File: src/design/sorted_priority_queue_defines.svh
// Assertion macros used by the queue RTL.
`ifndef SORTED_PRIORITY_QUEUE_DEFINES_SVH
`define SORTED_PRIORITY_QUEUE_DEFINES_SVH

`ifndef ASSERT_OFF
`define SPQ_ASSERT(lbl, prop, msg) \
  lbl: assert property (@(posedge clk) disable iff (!rst_n) prop) else $error(msg);
`define SPQ_ASSERT_NEXT(lbl, ante, cons, msg) \
  lbl: assert property (@(posedge clk) disable iff (!rst_n) (ante) |=> (cons)) else $error(msg);
`else
`define SPQ_ASSERT(lbl, prop, msg)
`define SPQ_ASSERT_NEXT(lbl, ante, cons, msg)
`endif

`endif

File: src/design/spq_pkg.sv
`default_nettype none

package spq_pkg;

  typedef logic [1:0] kind_t;
  typedef logic [1:0] status_t;

  localparam kind_t KIND_INSERT = 2'd0;
  localparam kind_t KIND_REMOVE = 2'd1;
  localparam kind_t KIND_POP    = 2'd2;
  localparam kind_t KIND_READ   = 2'd3;

  localparam status_t STATUS_OK       = 2'd0;
  localparam status_t STATUS_NOTFOUND = 2'd1;
  localparam status_t STATUS_FULL     = 2'd2;
  localparam status_t STATUS_EMPTY    = 2'd3;

  localparam int POS_BITS    = 4;
  localparam int PRI_BITS    = 8;
  localparam int HDL_BITS    = 16;
  localparam int COUNT_BITS  = 5;

endpackage

`default_nettype wire

File: src/design/spq_in_if.sv
`default_nettype none

interface spq_in_if import spq_pkg::*; ();
  logic                valid;
  logic                ready;
  kind_t               kind;
  logic [PRI_BITS-1:0] priority_req;
  logic [HDL_BITS-1:0] handle;
  logic [POS_BITS-1:0] position;

  modport source (output valid, kind, priority_req, handle, position, input ready);
  modport sink   (input valid, kind, priority_req, handle, position, output ready);
endinterface

`default_nettype wire

File: src/design/spq_out_if.sv
`default_nettype none

interface spq_out_if import spq_pkg::*; ();
  logic                  valid;
  logic                  ready;
  status_t               status;
  logic [HDL_BITS-1:0]   out_handle;
  logic [PRI_BITS-1:0]   out_priority;
  logic [COUNT_BITS-1:0] entry_count;
  logic                  head_valid;
  logic [HDL_BITS-1:0]   head_handle;
  logic [PRI_BITS-1:0]   head_priority;

  modport source (output valid, status, out_handle, out_priority, entry_count,
                  head_valid, head_handle, head_priority, input ready);
  modport sink   (input valid, status, out_handle, out_priority, entry_count,
                  head_valid, head_handle, head_priority, output ready);
endinterface

`default_nettype wire

File: src/design/spq_slot_ram.sv
`default_nettype none

module spq_slot_ram #(
  parameter int DEPTH = 16,
  parameter int WIDTH = 24
) (
  input  wire logic                     clk,
  input  wire logic                     we,
  input  wire logic [$clog2(DEPTH)-1:0] waddr,
  input  wire logic [WIDTH-1:0]         wdata,
  input  wire logic                     re,
  input  wire logic [$clog2(DEPTH)-1:0] raddr,
  output logic      [WIDTH-1:0]         rdata
);

  logic [WIDTH-1:0] mem [DEPTH];

  always_ff @(posedge clk) begin
    if (we) begin
      mem[waddr] <= wdata;
    end
  end

  always_ff @(posedge clk) begin
    if (re) begin
      rdata <= mem[raddr];
    end
  end

endmodule

`default_nettype wire

File: src/design/sorted_priority_queue.sv
// Channel   Role    Carries
// in_ch     sink    kind, priority_req, handle, position
// out_ch    source  status, popped/removed/read entry, count, head entry
//
// The entries live in a single-port-read RAM walked by a small sequencer.
// A read whose index is out of range, and an insert into a full queue,
// skip the walk. An insert walks from the tail one entry at a time until
// the new entry fits, and remove and pop walk over every held entry.
// Each walk step is a RAM read and a compare. Ready returns with the result.
// Reset empties the queue at once; the RAM contents are not cleared.
// A result waits in the output register while the next item is taken in;
// if it is still waiting when that item finishes, the sequencer holds and
// takes no new item until the waiting result leaves.
`default_nettype none
`include "sorted_priority_queue_defines.svh"

module sorted_priority_queue import spq_pkg::*; #(
  parameter int DEPTH         = 16,
  parameter int HANDLE_BITS   = 16,
  parameter int PRIORITY_BITS = 8
) (
  input wire logic clk,
  input wire logic rst_n,
  spq_in_if.sink   in_ch,
  spq_out_if.source out_ch
);

  localparam int AW = $clog2(DEPTH);
  localparam int CW = $clog2(DEPTH + 1);
  localparam int WW = PRIORITY_BITS + HANDLE_BITS;
  localparam int XW = (CW > POS_BITS) ? CW : POS_BITS;

  localparam logic [3:0] S_IDLE     = 4'd0;
  localparam logic [3:0] S_INS_RD   = 4'd1;
  localparam logic [3:0] S_INS_CMP  = 4'd2;
  localparam logic [3:0] S_WALK_RD  = 4'd3;
  localparam logic [3:0] S_WALK_CMP = 4'd4;
  localparam logic [3:0] S_POS_RD   = 4'd5;
  localparam logic [3:0] S_RD_CMP   = 4'd6;
  localparam logic [3:0] S_HEAD_RD  = 4'd7;
  localparam logic [3:0] S_DONE     = 4'd8;

  logic [3:0]               state_r;
  logic [CW-1:0]            occ_r;
  logic [CW-1:0]            idx_r;
  kind_t                    kind_r;
  logic [PRIORITY_BITS-1:0] pri_r;
  logic [HANDLE_BITS-1:0]   hdl_r;
  logic                     found_r;
  status_t                  status_r;
  logic [PRIORITY_BITS-1:0] res_pri_r;
  logic [HANDLE_BITS-1:0]   res_hdl_r;
  logic                     out_valid_r;

  logic                     in_fire;
  logic                     pos_ok;
  logic [CW-1:0]            idx_m1;
  logic                     ram_we;
  logic [AW-1:0]            ram_waddr;
  logic [WW-1:0]            ram_wdata;
  logic                     ram_re;
  logic [AW-1:0]            ram_raddr;
  logic [WW-1:0]            ram_rdata;
  logic [PRIORITY_BITS-1:0] rd_pri;
  logic [HANDLE_BITS-1:0]   rd_hdl;

  assign in_ch.ready = (state_r == S_IDLE);
  assign in_fire     = in_ch.valid && in_ch.ready;
  assign pos_ok      = XW'(in_ch.position) < XW'(occ_r);
  assign idx_m1      = idx_r - 1'b1;
  assign rd_pri      = ram_rdata[WW-1:HANDLE_BITS];
  assign rd_hdl      = ram_rdata[HANDLE_BITS-1:0];

  spq_slot_ram #(
    .DEPTH (DEPTH),
    .WIDTH (WW)
  ) u_ram (
    .clk   (clk),
    .we    (ram_we),
    .waddr (ram_waddr),
    .wdata (ram_wdata),
    .re    (ram_re),
    .raddr (ram_raddr),
    .rdata (ram_rdata)
  );

  // RAM port control. Insert walks from the tail toward the head, moving
  // each lower-priority entry down one slot until the new entry fits.
  // Remove and pop walk from the head; once the victim is found, every
  // later entry moves up one slot.
  always_comb begin
    ram_we    = 1'b0;
    ram_waddr = '0;
    ram_wdata = {pri_r, hdl_r};
    ram_re    = 1'b0;
    ram_raddr = '0;
    unique case (state_r)
      S_INS_RD: begin
        if (idx_r == '0) begin
          ram_we = 1'b1;
        end else begin
          ram_re    = 1'b1;
          ram_raddr = idx_m1[AW-1:0];
        end
      end
      S_INS_CMP: begin
        ram_we    = 1'b1;
        ram_waddr = idx_r[AW-1:0];
        if (rd_pri < pri_r) begin
          ram_wdata = ram_rdata;
        end
      end
      S_WALK_RD: begin
        if (idx_r != occ_r) begin
          ram_re    = 1'b1;
          ram_raddr = idx_r[AW-1:0];
        end
      end
      S_WALK_CMP: begin
        if (found_r) begin
          ram_we    = 1'b1;
          ram_waddr = idx_m1[AW-1:0];
          ram_wdata = ram_rdata;
        end
      end
      S_POS_RD: begin
        ram_re    = 1'b1;
        ram_raddr = idx_r[AW-1:0];
      end
      S_HEAD_RD: begin
        ram_re = (occ_r != '0);
      end
      default: begin
      end
    endcase
  end

  always_ff @(posedge clk) begin
    if (!rst_n) begin
      state_r     <= S_IDLE;
      occ_r       <= '0;
      out_valid_r <= 1'b0;
    end else begin
      if (state_r == S_DONE && (!out_valid_r || out_ch.ready)) begin
        out_valid_r <= 1'b1;
      end else if (out_valid_r && out_ch.ready) begin
        out_valid_r <= 1'b0;
      end
      unique case (state_r)
        S_IDLE: begin
          if (in_fire) begin
            kind_r    <= in_ch.kind;
            pri_r     <= PRIORITY_BITS'(in_ch.priority_req);
            hdl_r     <= HANDLE_BITS'(in_ch.handle);
            found_r   <= 1'b0;
            res_pri_r <= '0;
            res_hdl_r <= '0;
            unique case (in_ch.kind)
              KIND_INSERT: begin
                if (occ_r == CW'(DEPTH)) begin
                  status_r <= STATUS_FULL;
                  state_r  <= S_HEAD_RD;
                end else begin
                  status_r <= STATUS_OK;
                  idx_r    <= occ_r;
                  state_r  <= S_INS_RD;
                end
              end
              KIND_REMOVE, KIND_POP: begin
                status_r <= STATUS_OK;
                idx_r    <= '0;
                state_r  <= S_WALK_RD;
              end
              KIND_READ: begin
                if (pos_ok) begin
                  status_r <= STATUS_OK;
                  idx_r    <= CW'(in_ch.position);
                  state_r  <= S_POS_RD;
                end else begin
                  status_r <= STATUS_NOTFOUND;
                  state_r  <= S_HEAD_RD;
                end
              end
              default: begin
              end
            endcase
          end
        end
        S_INS_RD: begin
          if (idx_r == '0) begin
            occ_r   <= occ_r + 1'b1;
            state_r <= S_HEAD_RD;
          end else begin
            state_r <= S_INS_CMP;
          end
        end
        S_INS_CMP: begin
          if (rd_pri >= pri_r) begin
            occ_r   <= occ_r + 1'b1;
            state_r <= S_HEAD_RD;
          end else begin
            idx_r   <= idx_m1;
            state_r <= S_INS_RD;
          end
        end
        S_WALK_RD: begin
          if (idx_r == occ_r) begin
            if (found_r) begin
              occ_r <= occ_r - 1'b1;
            end else if (kind_r == KIND_POP) begin
              status_r <= STATUS_EMPTY;
            end else begin
              status_r <= STATUS_NOTFOUND;
            end
            state_r <= S_HEAD_RD;
          end else begin
            state_r <= S_WALK_CMP;
          end
        end
        S_WALK_CMP: begin
          // A pop takes the head, which the walk reaches first.
          if (!found_r && (kind_r == KIND_POP || rd_hdl == hdl_r)) begin
            found_r   <= 1'b1;
            res_pri_r <= rd_pri;
            res_hdl_r <= rd_hdl;
          end
          idx_r   <= idx_r + 1'b1;
          state_r <= S_WALK_RD;
        end
        S_POS_RD: begin
          state_r <= S_RD_CMP;
        end
        S_RD_CMP: begin
          res_pri_r <= rd_pri;
          res_hdl_r <= rd_hdl;
          state_r   <= S_HEAD_RD;
        end
        S_HEAD_RD: begin
          state_r <= S_DONE;
        end
        S_DONE: begin
          if (!out_valid_r || out_ch.ready) begin
            state_r <= S_IDLE;
          end
        end
        default: begin
          state_r <= S_IDLE;
        end
      endcase
    end
  end

  // Result payload; the head comes from the slot zero read issued just before.
  always_ff @(posedge clk) begin
    if (state_r == S_DONE && (!out_valid_r || out_ch.ready)) begin
      out_ch.status       <= status_r;
      out_ch.out_handle   <= HDL_BITS'(res_hdl_r);
      out_ch.out_priority <= PRI_BITS'(res_pri_r);
      out_ch.entry_count  <= COUNT_BITS'(occ_r);
      out_ch.head_valid   <= (occ_r != '0);
      if (occ_r != '0) begin
        out_ch.head_handle   <= HDL_BITS'(rd_hdl);
        out_ch.head_priority <= PRI_BITS'(rd_pri);
      end else begin
        out_ch.head_handle   <= '0;
        out_ch.head_priority <= '0;
      end
    end
  end

  assign out_ch.valid = out_valid_r;

  `SPQ_ASSERT(a_occ_bound, occ_r <= CW'(DEPTH), "occupancy above depth")
  `SPQ_ASSERT_NEXT(a_accept_busy, in_fire, state_r != S_IDLE, "sequencer idle after accept")
  `SPQ_ASSERT(a_we_state, ram_we |-> (state_r == S_INS_RD || state_r == S_INS_CMP || state_r == S_WALK_CMP), "RAM write outside a shift")
  `SPQ_ASSERT_NEXT(a_occ_step, 1'b1, (occ_r == $past(occ_r) || occ_r == $past(occ_r) + 1'b1 || occ_r + 1'b1 == $past(occ_r)), "occupancy moved by more than one")

endmodule

`default_nettype wire
File: src/flat_wrapper.sv
// flat-port wrapper written by rule: the top's interface ports become plain ports
module sorted_priority_queue_flat import spq_pkg::*;
#(
  parameter int DEPTH         = 16,
  parameter int HANDLE_BITS   = 16,
  parameter int PRIORITY_BITS = 8
)
  (clk, rst_n, in_ch_valid, in_ch_kind, in_ch_priority_req, in_ch_handle, in_ch_position, in_ch_ready, out_ch_valid, out_ch_status, out_ch_out_handle, out_ch_out_priority, out_ch_entry_count, out_ch_head_valid, out_ch_head_handle, out_ch_head_priority, out_ch_ready);
  spq_in_if in_ch_i ();
  spq_out_if out_ch_i ();
  input wire logic clk;
  input wire logic rst_n;
  input wire logic [$bits(in_ch_i.valid)-1:0] in_ch_valid;
  input wire logic [$bits(in_ch_i.kind)-1:0] in_ch_kind;
  input wire logic [$bits(in_ch_i.priority_req)-1:0] in_ch_priority_req;
  input wire logic [$bits(in_ch_i.handle)-1:0] in_ch_handle;
  input wire logic [$bits(in_ch_i.position)-1:0] in_ch_position;
  output wire logic [$bits(in_ch_i.ready)-1:0] in_ch_ready;
  output wire logic [$bits(out_ch_i.valid)-1:0] out_ch_valid;
  output wire logic [$bits(out_ch_i.status)-1:0] out_ch_status;
  output wire logic [$bits(out_ch_i.out_handle)-1:0] out_ch_out_handle;
  output wire logic [$bits(out_ch_i.out_priority)-1:0] out_ch_out_priority;
  output wire logic [$bits(out_ch_i.entry_count)-1:0] out_ch_entry_count;
  output wire logic [$bits(out_ch_i.head_valid)-1:0] out_ch_head_valid;
  output wire logic [$bits(out_ch_i.head_handle)-1:0] out_ch_head_handle;
  output wire logic [$bits(out_ch_i.head_priority)-1:0] out_ch_head_priority;
  input wire logic [$bits(out_ch_i.ready)-1:0] out_ch_ready;
  assign in_ch_i.valid = in_ch_valid;
  assign in_ch_i.kind = in_ch_kind;
  assign in_ch_i.priority_req = in_ch_priority_req;
  assign in_ch_i.handle = in_ch_handle;
  assign in_ch_i.position = in_ch_position;
  assign in_ch_ready = in_ch_i.ready;
  assign out_ch_valid = out_ch_i.valid;
  assign out_ch_status = out_ch_i.status;
  assign out_ch_out_handle = out_ch_i.out_handle;
  assign out_ch_out_priority = out_ch_i.out_priority;
  assign out_ch_entry_count = out_ch_i.entry_count;
  assign out_ch_head_valid = out_ch_i.head_valid;
  assign out_ch_head_handle = out_ch_i.head_handle;
  assign out_ch_head_priority = out_ch_i.head_priority;
  assign out_ch_i.ready = out_ch_ready;
  sorted_priority_queue #(.DEPTH(DEPTH), .HANDLE_BITS(HANDLE_BITS), .PRIORITY_BITS(PRIORITY_BITS)) u_core (.clk(clk), .rst_n(rst_n), .in_ch(in_ch_i), .out_ch(out_ch_i));
endmodule
File: config.mk
export PLATFORM = sky130hd
export DESIGN_NAME = sorted_priority_queue_flat
export DESIGN_NICKNAME = d
export VERILOG_FILES = /design/src/design/spq_pkg.sv /design/src/design/spq_in_if.sv /design/src/design/spq_out_if.sv /design/src/design/spq_slot_ram.sv /design/src/design/sorted_priority_queue.sv /design/src/flat_wrapper.sv
export VERILOG_INCLUDE_DIRS = /design/src /design/src/design
export SDC_FILE = /design/constraint.sdc
export NUM_CORES = 1
export LEC_CHECK = 0
export ABC_AREA = 1
export BUFFER_PORTS_ARGS = -buffer_cell sky130_fd_sc_hd__buf_2
export CORE_ASPECT_RATIO = 0.75
export CORE_MARGIN = 2
export CORE_UTILIZATION = 45
export CTS_BUF_LIST = sky130_fd_sc_hd__clkbuf_16
export CTS_CLUSTER_DIAMETER = 120
export CTS_CLUSTER_SIZE = 10
export DETAILED_ROUTE_END_ITERATION = 8
export REMOVE_ABC_BUFFERS = 1
export SYNTH_ARGS = -nofsm -noshare
export SYNTH_HDL_FRONTEND = slang
export SYNTH_HIERARCHICAL = 1
export SYNTH_SLANG_ARGS = --single-unit
File: constraint.sdc
create_clock -name clk -period 12.58 [get_ports clk]
set_input_delay 1.258 -clock clk [delete_from_list [all_inputs] [get_ports clk]]
set_output_delay 1.258 -clock clk [all_outputs]
set_load 0.1 [all_outputs]
[Word-level counts from Yosys, hierarchy flattened]
Memory sizes are Yosys's and may differ from the RTL's. A register that Yosys moved wholly into a read port is not among the register bits.
Cells that the tools add are included.
Word-level totals
  memory bits (writable): 384
  register bits after elaboration: 124
  memory bits (read-only): 0
  memories kept: 1
  bits in latches: 0
  logic and storage cells: 134
  input bits: 34
Cells by class
  equality and inequality tests: 27
  bitwise gates (word level): 0
  div/mod/pow operators: 0
  multipliers: 0
  add/sub/neg operators: 4
  mux-type cells: 55
  shifts and indexed selects: 0
  $lt $le $gt $ge: 3
  reduce and logical (&&, ||, !) cells: 26
Memories
  u_core.u_ram.mem: depth 16, bits a word 24, rd ports 1, clocked after memory_dff 1, wr ports 1, RTL line spq_slot_ram.sv:16  | logic [WIDTH-1:0] mem [DEPTH];
Operators by type and width (number)
  $mux 24: 2
  $pmux 16 s3: 1
  $pmux 24 s2: 1
  $pmux 5 s3: 3
  $mux 5: 8
  $pmux 4 s9: 1
  $mux 16: 2
  $pmux 4 s3: 2
  $pmux 8 s3: 1
  $mux 4: 5
  $eq 16x16->1: 1
  $eq 4x3->1 const B: 4
  $mux 8: 2
  $mux 2: 7
  $mux 1: 11
  $add 5x1->5 const B: 2
  $ne 2x1->1 const B: 5
  $reduce_and 5->1: 2
  $sub 5x1->5 const B: 2
  $mux 3: 3
  $reduce_bool 3->1: 3
  $eq 4x2->1 const B: 2
  $ge 8x8->1: 1
  $lt 8x8->1: 1
  29 further kinds: 43

[Longest topological paths before layout]
Gate-level depths: netlist of run 1.
  depth in word-level cells: 5
  mapped depth: 17
  gate-level depth less buffers: 14

[By module]
The synthesis of run 1 kept the hierarchy.
Modules (own cells, without submodules)
  spq_slot_ram: cells an instance 1597, area an instance 17195.2 µm², times used 1
  sorted_priority_queue: cells an instance 628, area an instance 6152.2 µm², times used 1

[Worst setup path before layout of run 1]
OpenSTA, ideal clock, no wires.
  path type: in2reg
  from: input out_ch_ready
  to: register u_core.out_ch.entry_count[0], enable pin
  slack: 5.351 ns
  buffers on the path: 0
  setup time: 0.608 ns
  required time: 11.972 ns
  arrival time: 6.621 ns
  cell stages on the path: 2
  cells stage by stage: nor2_1 -> nor4_1
On the way
  word-level cells in the longest chain between the ends: 2
RTL lines
  start, declared: RTL line flat_wrapper.sv:27  | input wire logic [$bits(out_ch_i.ready)-1:0] out_ch_ready;
  $logic_or 1x1->1: RTL line sorted_priority_queue.sv:255  | if (state_r == S_DONE && (!out_valid_r || out_ch.ready)) begin
  $logic_and 1x1->1: RTL line sorted_priority_queue.sv:255
  end signal, assigned: RTL line sorted_priority_queue.sv:259  | out_ch.entry_count <= COUNT_BITS'(occ_r);
  end, declared: RTL line spq_out_if.sv:14  | modport source (output valid, status, out_handle, out_priority, entry_count,
No other way between the ends.
A chain may end at the register's enable or synchronous reset.

[Final worst setup path of run 1]
  from: register u_core.idx_r[2]
  to: register u_core.u_ram.rdata[14] (read register of u_core.u_ram.mem), data pin
On the way
  word-level cells in the longest chain between the ends: 3
  elaborated cells on any way between the ends: 9
  those cells by class: 1 x add/sub; 1 x eq/ne; 6 x mux; 1 x reduce/logical
RTL lines
  start, declared: RTL line sorted_priority_queue.sv:45  | logic [CW-1:0] idx_r;
  start signal, assigned: RTL line sorted_priority_queue.sv:165  | idx_r <= occ_r;
  start signal, assigned: RTL line sorted_priority_queue.sv:177  | idx_r <= CW'(in_ch.position);
  start signal, assigned: RTL line sorted_priority_queue.sv:202  | idx_r <= idx_m1;
  $ne 5x5->1 / $logic_not 5->1 (equally long branches): RTL line sorted_priority_queue.sv:114, sorted_priority_queue.sv:99
  $mux 4 (on tied branches): RTL line sorted_priority_queue.sv:114, sorted_priority_queue.sv:99
  $pmux 4 s3 *: RTL line sorted_priority_queue.sv:97  | unique case (state_r)
  named net u_core.ram_raddr[0]: RTL line sorted_priority_queue.sv:62  | logic [AW-1:0] ram_raddr;
  end, declared: RTL line spq_slot_ram.sv:13  | output logic [WIDTH-1:0] rdata
The timed path passes the listed nets; every way through them passes the cells marked *.

==> summary.txt, run 1 <==
Critical path
  • Startpoint Class: flip-flop
  • Worst path cell trace: inv_1, nand2_1, nand2_1, nor2_1, a31oi_1, nor2_1, a21oi_4, buf_12, inv_4, buf_4, nand2_1, nand3_1, nand3_1, nand3_1, nand2_1
  • WS Path Type: reg -> reg
  • Critical path depth: 15
  • Crit-path max FO: 193
  • Critical Path AT: 5.62 ns
  • Crit-path slowest cell: inv_4
  • Most frequent cell on the critical path: nand2_1
  • Crit-path max cell delay: 1.00 ns
  • FF-to-FF path depth: 15
  • Setup crit end kind: flip-flop
  • Worst Path Required: 12.94 ns
  • Crit-path leading delay family: buffers and inverters
  • CP Buf/Inv Count: 4

CTS
  • Clk_lat worst skew: 0.62 ns
  • # hold bufs at CTS: 0
  • Setup repair bufs after CTS: 0
  • Root Driver: clkbuf_16
  • H-Tree Level Count: 2
  • Clk slew on worst S/H paths: 0.06 ns
  • # resized after CTS: 0
  • CTS tree: done
  • Clock buffer depth: 3
  • Clk sinks: 532
  • TritonCTS Buffers: 59

Drt
  • Final wirelength: 60.64 mm
  • DR WL/cell: 19.92 um
  • Residual DRC: 0
  • Routed Antenna Nets: 0
  • Total number of vias: 15600
  • Initial DRC Count: 1441
  • Via-per-instance ratio: 5.126
  • Drt pass-1 iters: 6

STA
  • RSZ-0062 raised after global routing: false
  • Slew headroom: 0.1778
  • Count of final setup violators: 0
  • Period Utilization, post-route: 0.4179
  • Hold Vio Cnt, Final: 0
  • Fin Clk Skew: 0.02025 ns
  • Fmax: 0.1902 GHz
  • Fin crit period: 5.257 ns
  • Worst slew pin tran: 1.230 ns
  • Fin. max-slew vios: 0
  • Final TNS setup: 0 ns

Place
  • Cell Area, Placed: 24610 um^2
  • Detailed Place HPWL: 32.35 mm
  • Routability cong.: 0.8533
  • I/O Buffers: 91

Final layout
  • Filler instances: 4546
  • Number of diodes: 0
  • Finished Cell Area: 26200 um^2
  • Area Growth Syn to Fin: 12.22%
  • Final nets: 2372
  • Share of post-route cells with drive strength above 1: 0.1059
  • Core Util, Final: 0.5094

Synthesis
  • Cell with the most instances after synthesis: nand2_1
  • Yosys cell types: 44
  • Syn avg cell area: 10.49 um^2
  • Top FF cell, synth: edfxtp_1
  • Synthesized flop and latch total: 532
  • Register area share after synthesis: 0.6800
  • Top cell type's share of synthesized area: 0.6714
  • Post-synth EDFFs: 522
  • Cell Area, Synth: 23350 um^2
  • Cell taking the most area after synthesis: edfxtp_1
  • Most frequent cells after synthesis: nand2_1 (678), edfxtp_1 (522), inv_1 (398)
  • Post-Syn Instances: 2225
  • Ys async rst share: 0
  • Ys Warns: 6
  • Synth top area cells: edfxtp_1 (67%), nand2_1 (11%), nand3_1 (6.7%)

Power
  • Max IR drop VDD: 0.0001102 V
  • Total power draw: 5.436 mW
  • Leakage: 11.10 nW
  • Power Dens Cells: 207.5 nW/um^2

GRT
  • Vias in the first global route: 15070
  • Met1 Usage GRT: 0.3213
  • Global route hottest layer: met2
  • Largest net degree at the start of global routing: 194
  • GRT overflow: 0
  • Global-route wire length before repair: 91.07 mm
  • Global Route Usage Sum: 0.2289
  • Routing usage on met2: 0.3642
  • Met3 usage: 0.04051
  • Initial antenna violation count: 0

Die
  • Initial Util: 0.4539
  • CORE AREA: 51440 um^2
  • Die H: 201.3 um
  • IO Pins: 92
  • Die ar.: 53740 um^2
  • Die Span X: 267.0 um
  • Floorplan row count: 72

Flow run
  • Maxcap violations: 0

Worst hold path
  • Hold Crit Class: reg -> reg
  • Worst hold stages: 0

Outcome
  • Status: finished clean
[routing by layer]
layer | wire length, um | vias up
met1 | 26390 | 7498
li1 | - | 7400
met2 | 28020 | 613
met4 | 1526 | 0
met5 | 0 | -
met3 | 4704 | 93
[final cells by class]
cell class	count	area, um^2	area share
inverter	409	1543	0.05888
timing repair buffer	120	685.7	0.02617
tap	703	879.6	0.03357
multi-input combinational	1195	5624	0.2147
sequential	532	15880	0.6059
clock inverter	26	117.6	0.004489
clock buffer	59	1476	0.05635
[path summary, 6_finish.rpt]
path / startpoint / end / slack [ns]
max: u_core/idx_r[2]$_DFFE_PP_ / u_core/u_ram/rdata[14]$_DFFE_PP_ / 7.32
min: u_core/res_pri_r[7]$_SDFFCE_PP0P_ / u_core/out_ch.out_priority[7]$_DFFE_PP_ / 0.41
min reg2reg: u_core/res_pri_r[7]$_SDFFCE_PP0P_ / u_core/out_ch.out_priority[7]$_DFFE_PP_ / 0.41
max reg2reg: u_core/idx_r[2]$_DFFE_PP_ / u_core/u_ram/rdata[14]$_DFFE_PP_ / 7.32
[cell families after synthesis]
| group | share of synthesized area |
|---|---|
| and+or+nand+nor | 0.2003 |
| buffers and inverters | 0.08692 |
| DFF | 0.6800 |
| xor gates and xnor gates | 0.002626 |
| AOI/OAI and AO/OA | 0.01865 |
| adders and majority gates | 0.01158 |
[report_power, final]
part           leakage [nW]  switching [mW]  internal [mW]
sequential             4.82           0.107           2.31
clock                 0.862           0.653          0.830
combinational          5.41            1.15          0.389
[per-stage QoR]
stage | std cells | worst slack (ns) | hold WS (ns)
final | 3044 | 7.323 | 0.4149
after global routing | 3044 | 7.205 | 0.4233
after CTS | 3044 | 7.700 | 0.4138
after detailed placement | 2959 | 7.733 | 0.4062
after global placement | 2959 | 7.843 | 0.4023
after floorplan | 2136 | -1.085 | 0.4003
[cell usage in the layout, fill, tap and decap left out, types with 2 or more instances in the layout]
cell type and count:
nand3_1 312, clkinv_1 2, o21ai_1 2, a21oi_1 14, o2111ai_1 2, a31oi_1 2, nor2_1 63, o22ai_4 2
a21oi_4 2, clkbuf_16 59, nand3_2 2, o21ai_0 13, nand4_1 4, edfxtp_1 522, buf_2 91, nor2_4 19
nor3_1 8, o21ai_2 16, xnor2_1 3, inv_2 8, o211ai_1 4, nand2_2 2, inv_1 418, nand3b_1 4
dfxtp_1 10, buf_4 28, xor2_1 4, inv_6 4, inv_4 3, ha_1 20, nand2_1 678, or2_2 3
o22ai_1 3
[worst register-to-register path: cells and delay by family (launching register included)]
kind                   cells  cell delay, ns
buffers and inverters      4            2.76
AND/OR/NAND/NOR            9            1.50
flip-flops                 1            0.49
AO/OA/AOI/OAI              2            0.26
[flip-flops by register name (all words and copies together), names as in the netlist]
signal	flops
u_core/out_ch.out_handle	16
u_core/res_hdl_r	16
u_core/out_ch.head_valid	1
u_core/occ_r	5
u_core/out_ch.head_handle	16
u_core/res_pri_r	8
u_core/out_ch.valid	1
u_core/found_r	1
u_core/status_r	2
u_core/out_ch.head_priority	8
u_core/out_ch.status	2
u_core/idx_r	5
u_core/pri_r	8
u_core/out_ch.entry_count	5
u_core/hdl_r	16
u_core/kind_r	2
u_core/state_r	4
u_core/out_ch.out_priority	8
u_core/u_ram/rdata	24
u_core/u_ram/mem	384
Power figures use the tool's default switching activity.
==> run 2, diff against run 1 <==
Clock period 12.58 ns to 5.1 ns, I/O delays scaled along.
==> run 2 against run 1 <==
  * Final cell count rose by 0.33%
  * Non-clock buffer count rose by 8
  * Largest power group unchanged
  * Sequential share of layout area is 0.31 points lower
  * Global-route usage fell by 0.11 points
  * Via count is 0.40% lower
  * Sequential cell count unchanged
==> summary.txt, run 2 (synthesis gave the netlist of run 1 again) <==
Final layout
  • Finished Cell Area: 26330 um^2 (+0.51%)
  • Most common cell after layout, fill and taps aside: nand2_1
  • Number of diodes: 0 (unchanged)
  • Share of post-route cells with drive strength above 1: 0.1085 (+0.002527)
  • Final non-filler cell total: 3054 (+0.33%)
  • Area Growth Syn to Fin: 12.79%
  • Biggest regs: u_core/u_ram/mem x384, u_core/u_ram/rdata x24
  • Max reg flops: 384 (unchanged)
  • Most frequent cells in the layout: nand2_1 (678), edfxtp_1 (522), inv_1 (421)
  • Filler instances: 4557 (+0.24%)
  • Final nets: 2380 (+0.34%)
  • Top reg by flops: u_core/u_ram/mem
  • Core Util, Final: 0.5119 (+0.002578)

STA
  • Worst slew pin tran: 1.281 ns (+0.05030 ns)
  • Hold slack: 0.07589 ns (-0.3390 ns)
  • Final TNS setup: 0 ns (unchanged)
  • Setup WS post-layout: 1.400 ns (-5.923 ns)
  • Period Utilization, post-route: 0.7255 (+0.3076)
  • RSZ-0062 raised after global routing: false
  • Fmax: 0.2703 GHz (+42%)
  • Count of final setup violators: 0 (unchanged)
  • Fin. max-slew vios: 0 (unchanged)
  • Hold Vio Cnt, Final: 0 (unchanged)
  • Fin Clk Skew: 0.01790 ns (-0.002352 ns)
  • Slew headroom: 0.1442 (-0.03362)
  • Fin crit period: 3.700 ns (-1.557 ns)

Critical path
  • Worst r2r src: u_core/idx_r[2]$_DFFE_PP_
  • Setup crit end kind: flip-flop
  • Crit-path max FO: 64 (-67%)
  • Startpoint Class: flip-flop
  • Worst Path Required: 5.45 ns (-7.49 ns)
  • Critical Path AT: 4.05 ns (-1.57 ns)
  • WS Path Type: reg -> reg
  • Crit. Startpoint: u_core/idx_r[2]$_DFFE_PP_

Power
  • Total power draw: 13.50 mW (+150%)
  • Leakage: 11.18 nW (+0.72%)
  • Max IR drop VDD: 0.0002922 V (+170%)
  • Power Dens Cells: 512.6 nW/um^2 (+150%)

Flow run
  • Maxcap violations: 0 (unchanged)

Die
  • Die ar.: 53740 um^2 (unchanged)
  • IO Pins: 92 (unchanged)
  • Die Span X: 267.0 um (unchanged)
  • Die H: 201.3 um (unchanged)
  • CORE AREA: 51440 um^2 (unchanged)
  • Floorplan row count: 72 (unchanged)
  • Initial Util: 0.4539 (unchanged)

Worst hold path
  • Hold Crit Class: in -> reg
  • Hold path start: in_ch_priority_req[5]

Place
  • Cell Area, Placed: 24700 um^2 (+0.40%)
  • Routability cong.: 0.8558 (+0.29%)
  • Placed cells: 2967 (+0.27%)
  • Pre-CTS WS: 1.455 ns (-6.278 ns)
  • I/O Buffers: 91 (unchanged)
  • Detailed Place HPWL: 33.93 mm (+4.9%)

Drt
  • DR WL/cell: 19.78 um (-0.71%)
  • Final wirelength: 60.41 mm (-0.38%)
  • Initial DRC Count: 1480 (+2.7%)
  • Residual DRC: 0 (unchanged)
  • Drt pass-1 iters: 5 (-1)
  • Via-per-instance ratio: 5.089 (-0.73%)
  • Routed Antenna Nets: 0 (unchanged)
  • Total number of vias: 15540 (-0.40%)

CTS
  • Clk sinks: 532 (unchanged)
  • TritonCTS Buffers: 59 (unchanged)
  • Clk slew on worst S/H paths: 0.06 ns (about the same)
  • H-Tree Level Count: 2 (unchanged)
  • Root Driver: clkbuf_16
  • # resized after CTS: 0 (unchanged)
  • # hold bufs at CTS: 0 (unchanged)
  • Clock buffer depth: 3 (unchanged)
  • CTS tree: done
  • Setup repair bufs after CTS: 0 (unchanged)
  • Clk_lat worst skew: 0.61 ns (about the same)

GRT
  • Met1 Usage GRT: 0.3409 (+0.01953)
  • Global route hottest layer: met2
  • Vias in the first global route: 14790 (-1.9%)
  • Initial antenna violation count: 0 (unchanged)
  • Global Route Usage Sum: 0.2278 (-0.001072)
  • Met3 usage: 0.03206 (-0.008444)
  • Global-route wire length before repair: 91.38 mm (+0.34%)
  • Largest net degree at the start of global routing: 193 (-0.52%)
  • Routing usage on met2: 0.3476 (-0.01665)
  • GRT overflow: 0 (unchanged)

Outcome
  • Status: finished clean
## run 2: power by group
group / internal (mW) / switching [mW] / total, mW
registers: 5.70 / 0.258 / 5.96
clock network: 2.10 / 1.63 / 3.73
logic: 0.985 / 2.82 / 3.81
total: 8.79 / 4.71 / 13.5
## run 2: worst paths after layout
check / endpoint / slack, ns / depth (start not counted)
setup / recovery: u_core/u_ram/rdata[0]$_DFFE_PP_ / 1.40 / 14
hold / removal: u_core/pri_r[5]$_DFFE_PP_ / 0.08 / 1
setup reg to reg: u_core/u_ram/rdata[0]$_DFFE_PP_ / 1.40 / 14
hold reg to reg: u_core/out_ch.out_handle[7]$_DFFE_PP_ / 0.41 / 0
## run 2: critical path: stages, from the launching register on
cell	delay, ns
edfxtp_1	0.48
inv_1	0.19
nand2_1	0.09
nand2_1	0.05
nor2_1	0.16
a31oi_1	0.16
nor2_1	0.62
a21oi_4	0.15
inv_4	0.60
buf_4	0.45
nand2_1	0.10
nand3_1	0.08
nand3_1	0.07
nand3_1	0.14
nand2_1	0.07
## run 2: routing by layer
layer | routed length (um) | part of all wire | up-vias
met5 | 0 | 0 | -
met4 | 1358 | 0.022 | 0
met3 | 4374 | 0.072 | 97
met2 | 27130 | 0.45 | 629
met1 | 27550 | 0.46 | 7399
li1 | - | - | 7416
## run 2: layout make-up
class / instances / area [um^2] / area share
Tap cell: 703 / 879.6 / 0.03340
Clock inverter: 26 / 102.6 / 0.003896
Timing Repair Buffer: 128 / 783.3 / 0.02974
Multi-Input combinational cell: 1195 / 5624 / 0.2136
Inverter: 409 / 1543 / 0.05858
Clock buffer: 61 / 1526 / 0.05797
Sequential cell: 532 / 15880 / 0.6028
==> run 3, diff against run 2 <==
Clock period 5.1 ns to 3.2 ns, I/O delays scaled along.
==> run 3 against run 2 <==
  * Sequential power increased by 59%
  * Combinational power is 65% higher
  * Clock-buffer cell count did not move
  * Maximum frequency up 27%
  * Total power up 61%
  * Die area did not move
  * Critical path type unchanged
==> summary.txt, run 3 (synthesis gave the netlist of run 1 again) <==
Power
  • Cell Int Power: 14.17 mW (+61%)
  • Leakage: 11.50 nW (+2.9%)
  • Combinational power share: 0.290 (+0.008)
  • Clock power share: 0.275 (-0.002)
  • Net Sw Power: 7.559 mW (+60%)
  • Flop pwr share: 0.435 (-0.006)
  • Max IR drop VDD: 0.0005880 V (+100%)
  • Fraction of power spent switching nets: 0.3479 (-0.001208)
  • Power Dens Cells: 803.1 nW/um^2 (+57%)

Die
  • Initial Util: 0.4539 (unchanged)
  • Die H: 201.3 um (unchanged)
  • IO Pins: 92 (unchanged)
  • Die ar.: 53740 um^2 (unchanged)
  • CORE AREA: 51440 um^2 (unchanged)
  • Die Span X: 267.0 um (unchanged)
  • Floorplan row count: 72 (unchanged)

Final layout
  • Most common cell after layout, fill and taps aside: nand2_1
  • Finished Cell Area: 27050 um^2 (+2.7%)
  • Core Util, Final: 0.5260 (+0.01401)
  • Most frequent cells in the layout: nand2_1 (678), edfxtp_1 (522), inv_1 (420)
  • Area Growth Syn to Fin: 15.88%
  • Biggest regs: u_core/u_ram/mem x384, u_core/u_ram/rdata x24
  • Filler instances: 4510 (-1.0%)
  • Max reg flops: 384 (unchanged)
  • Final nets: 2437 (+2.4%)
  • Top reg by flops: u_core/u_ram/mem
  • Share of post-route cells with drive strength above 1: 0.1188 (+0.01036)
  • Number of diodes: 0 (unchanged)

Place
  • Cell Area, Placed: 25140 um^2 (+1.8%)
  • Routability cong.: 0.8581 (+0.27%)
  • I/O Buffers: 91 (unchanged)
  • Detailed Place HPWL: 35.23 mm (+3.8%)
  • Pre-CTS WS: 0.3531 ns (-1.102 ns)

GRT
  • GRT overflow: 0 (unchanged)
  • Initial antenna violation count: 0 (unchanged)
  • Vias in the first global route: 15040 (+1.7%)
  • Global route hottest layer: met2
  • Met3 usage: 0.04332 (+0.01126)
  • Global Route Usage Sum: 0.2271 (-0.0007162)
  • Global-route wire length before repair: 91.62 mm (+0.26%)
  • Largest net degree at the start of global routing: 106 (-45%)
  • Routing usage on met2: 0.3482 (+0.0006510)
  • Met1 Usage GRT: 0.3342 (-0.006685)

STA
  • Worst slew pin tran: 0.6713 ns (-0.6094 ns)
  • Fin crit period: 2.917 ns (-0.7831 ns)
  • Count of final setup violators: 0 (unchanged)
  • Fin Clk Skew: 0.02660 ns (+0.008707 ns)
  • RSZ-0062 raised after global routing: false
  • Fmax: 0.3428 GHz (+27%)
  • Fin. max-slew vios: 0 (unchanged)
  • Hold Vio Cnt, Final: 0 (unchanged)
  • Period Utilization, post-route: 0.9116 (+0.1861)
  • Slew headroom: 0.5524 (+0.4082)
  • Hold slack: 0.05959 ns (-0.01630 ns)
  • Setup WS post-layout: 0.2829 ns (-1.117 ns)
  • Final TNS setup: 0 ns (unchanged)

Critical path
  • Worst path cell trace: inv_1, ha_1, nand3_1, nand3_1, a22o_1, a21oi_4, inv_4, buf_12, nand2_1, nand2_1, nand2_1, nand3_1, nand3_1, nand2_1
  • FF-to-FF path depth: 14 (unchanged)
  • WS Path Type: reg -> reg
  • Crit-path max FO: 105 (+64%)
  • Setup crit end kind: flip-flop
  • Crit-path slowest cell: edfxtp_1
  • Critical Path AT: 3.29 ns (-0.76 ns)
  • Critical path depth: 14 (unchanged)
  • Startpoint Class: flip-flop
  • Worst Path Required: 3.57 ns (-1.88 ns)
  • Crit-path max cell delay: 0.48 ns (-0.14 ns)
  • CP Buf/Inv Count: 3 (unchanged)
  • Crit-path leading delay family: simple AND/OR/NAND/NOR gates

CTS
  • Clk sinks: 532 (unchanged)
  • Root Driver: clkbuf_16
  • Clock buffer depth: 3 (unchanged)
  • CTS tree: done
  • Clk slew on worst S/H paths: 0.06 ns (about the same)
  • # hold bufs at CTS: 27 (+27)
  • Clk_lat worst skew: 0.62 ns (about the same)
  • TritonCTS Buffers: 59 (unchanged)
  • # resized after CTS: 0 (unchanged)
  • Setup repair bufs after CTS: 0 (unchanged)
  • H-Tree Level Count: 2 (unchanged)

Drt
  • Drt pass-1 iters: 6 (+1)
  • Routed Antenna Nets: 0 (unchanged)
  • Via-per-instance ratio: 5.065 (-0.47%)
  • Final wirelength: 60.22 mm (-0.31%)
  • Residual DRC: 0 (unchanged)
  • Total number of vias: 15750 (+1.4%)
  • Initial DRC Count: 1485 (+0.34%)
  • DR WL/cell: 19.36 um (-2.1%)

Worst hold path
  • Hold Crit Class: in -> reg
  • Worst hold stages: 4 (+3)

Outcome
  • Status: finished clean

Flow run
  • Maxcap violations: 0 (unchanged)
==> run 3: cell type report <==
cell class | instances | area (um^2) | area share
Sequential cell | 532 | 15880 | 0.5868
Multi-Input combinational cell | 1195 | 5624 | 0.2079
Inverter | 409 | 1543 | 0.05702
Clock buffer | 61 | 1526 | 0.05642
Timing Repair Buffer | 185 | 1491 | 0.05513
Tap cell | 703 | 879.6 | 0.03251
Clock inverter | 25 | 115.1 | 0.004255
==> run 3: through the flow <==
step / instances / power [mW]
6_report: 3110 / 21.73
5_1_grt: 3110 / 22.88
4_1_cts: 3110 / 21.89
3_5_place_dp: 2997 / 15.87
3_3_place_gp: 2997 / 15.75
2_1_floorplan: 2136 / 13.47
==> run 3: metal layers <==
layer  wire length [um]  vias to the layer above  share of wire
met1              27480                     7559           0.46
met5                  0                        -              0
met4               1047                        0          0.017
met3               4644                       87          0.077
met2              27050                      572           0.45
li1                   -                     7533              -
==> run 3: final timing paths <==
kind                                                   startpoint  slack (ns)                                     to
worst min-delay path                                 out_ch_ready        0.06         u_core/state_r[3]$_SDFFE_PN0P_
worst max-delay path                    u_core/idx_r[0]$_DFFE_PP_        0.28       u_core/u_ram/rdata[13]$_DFFE_PP_
worst min register to register  u_core/res_hdl_r[0]$_SDFFCE_PP0P_        0.42  u_core/out_ch.out_handle[0]$_DFFE_PP_
worst max register to register          u_core/idx_r[0]$_DFFE_PP_        0.28       u_core/u_ram/rdata[13]$_DFFE_PP_
==> run 3: worst register-to-register path: stages (launching register included) <==
cell and delay [ns]:
edfxtp_1 0.48, inv_1 0.18, ha_1 0.24, nand3_1 0.13, nand3_1 0.11, a22o_1 0.24, a21oi_4 0.30, inv_4 0.09
buf_12 0.19, nand2_1 0.36, nand2_1 0.06, nand2_1 0.06, nand3_1 0.07, nand3_1 0.09, nand2_1 0.06
==> run 3: power groups by stage <==
stage	sequential (mW)	clock, mW	combinational (mW)
2_1_floorplan	9.48	0	3.99
3_3_place_gp	9.58	0	6.17
3_5_place_dp	9.60	0	6.27
4_1_cts	9.46	6.11	6.32
5_1_grt	9.53	6.33	7.02
6_report	9.46	5.97	6.29
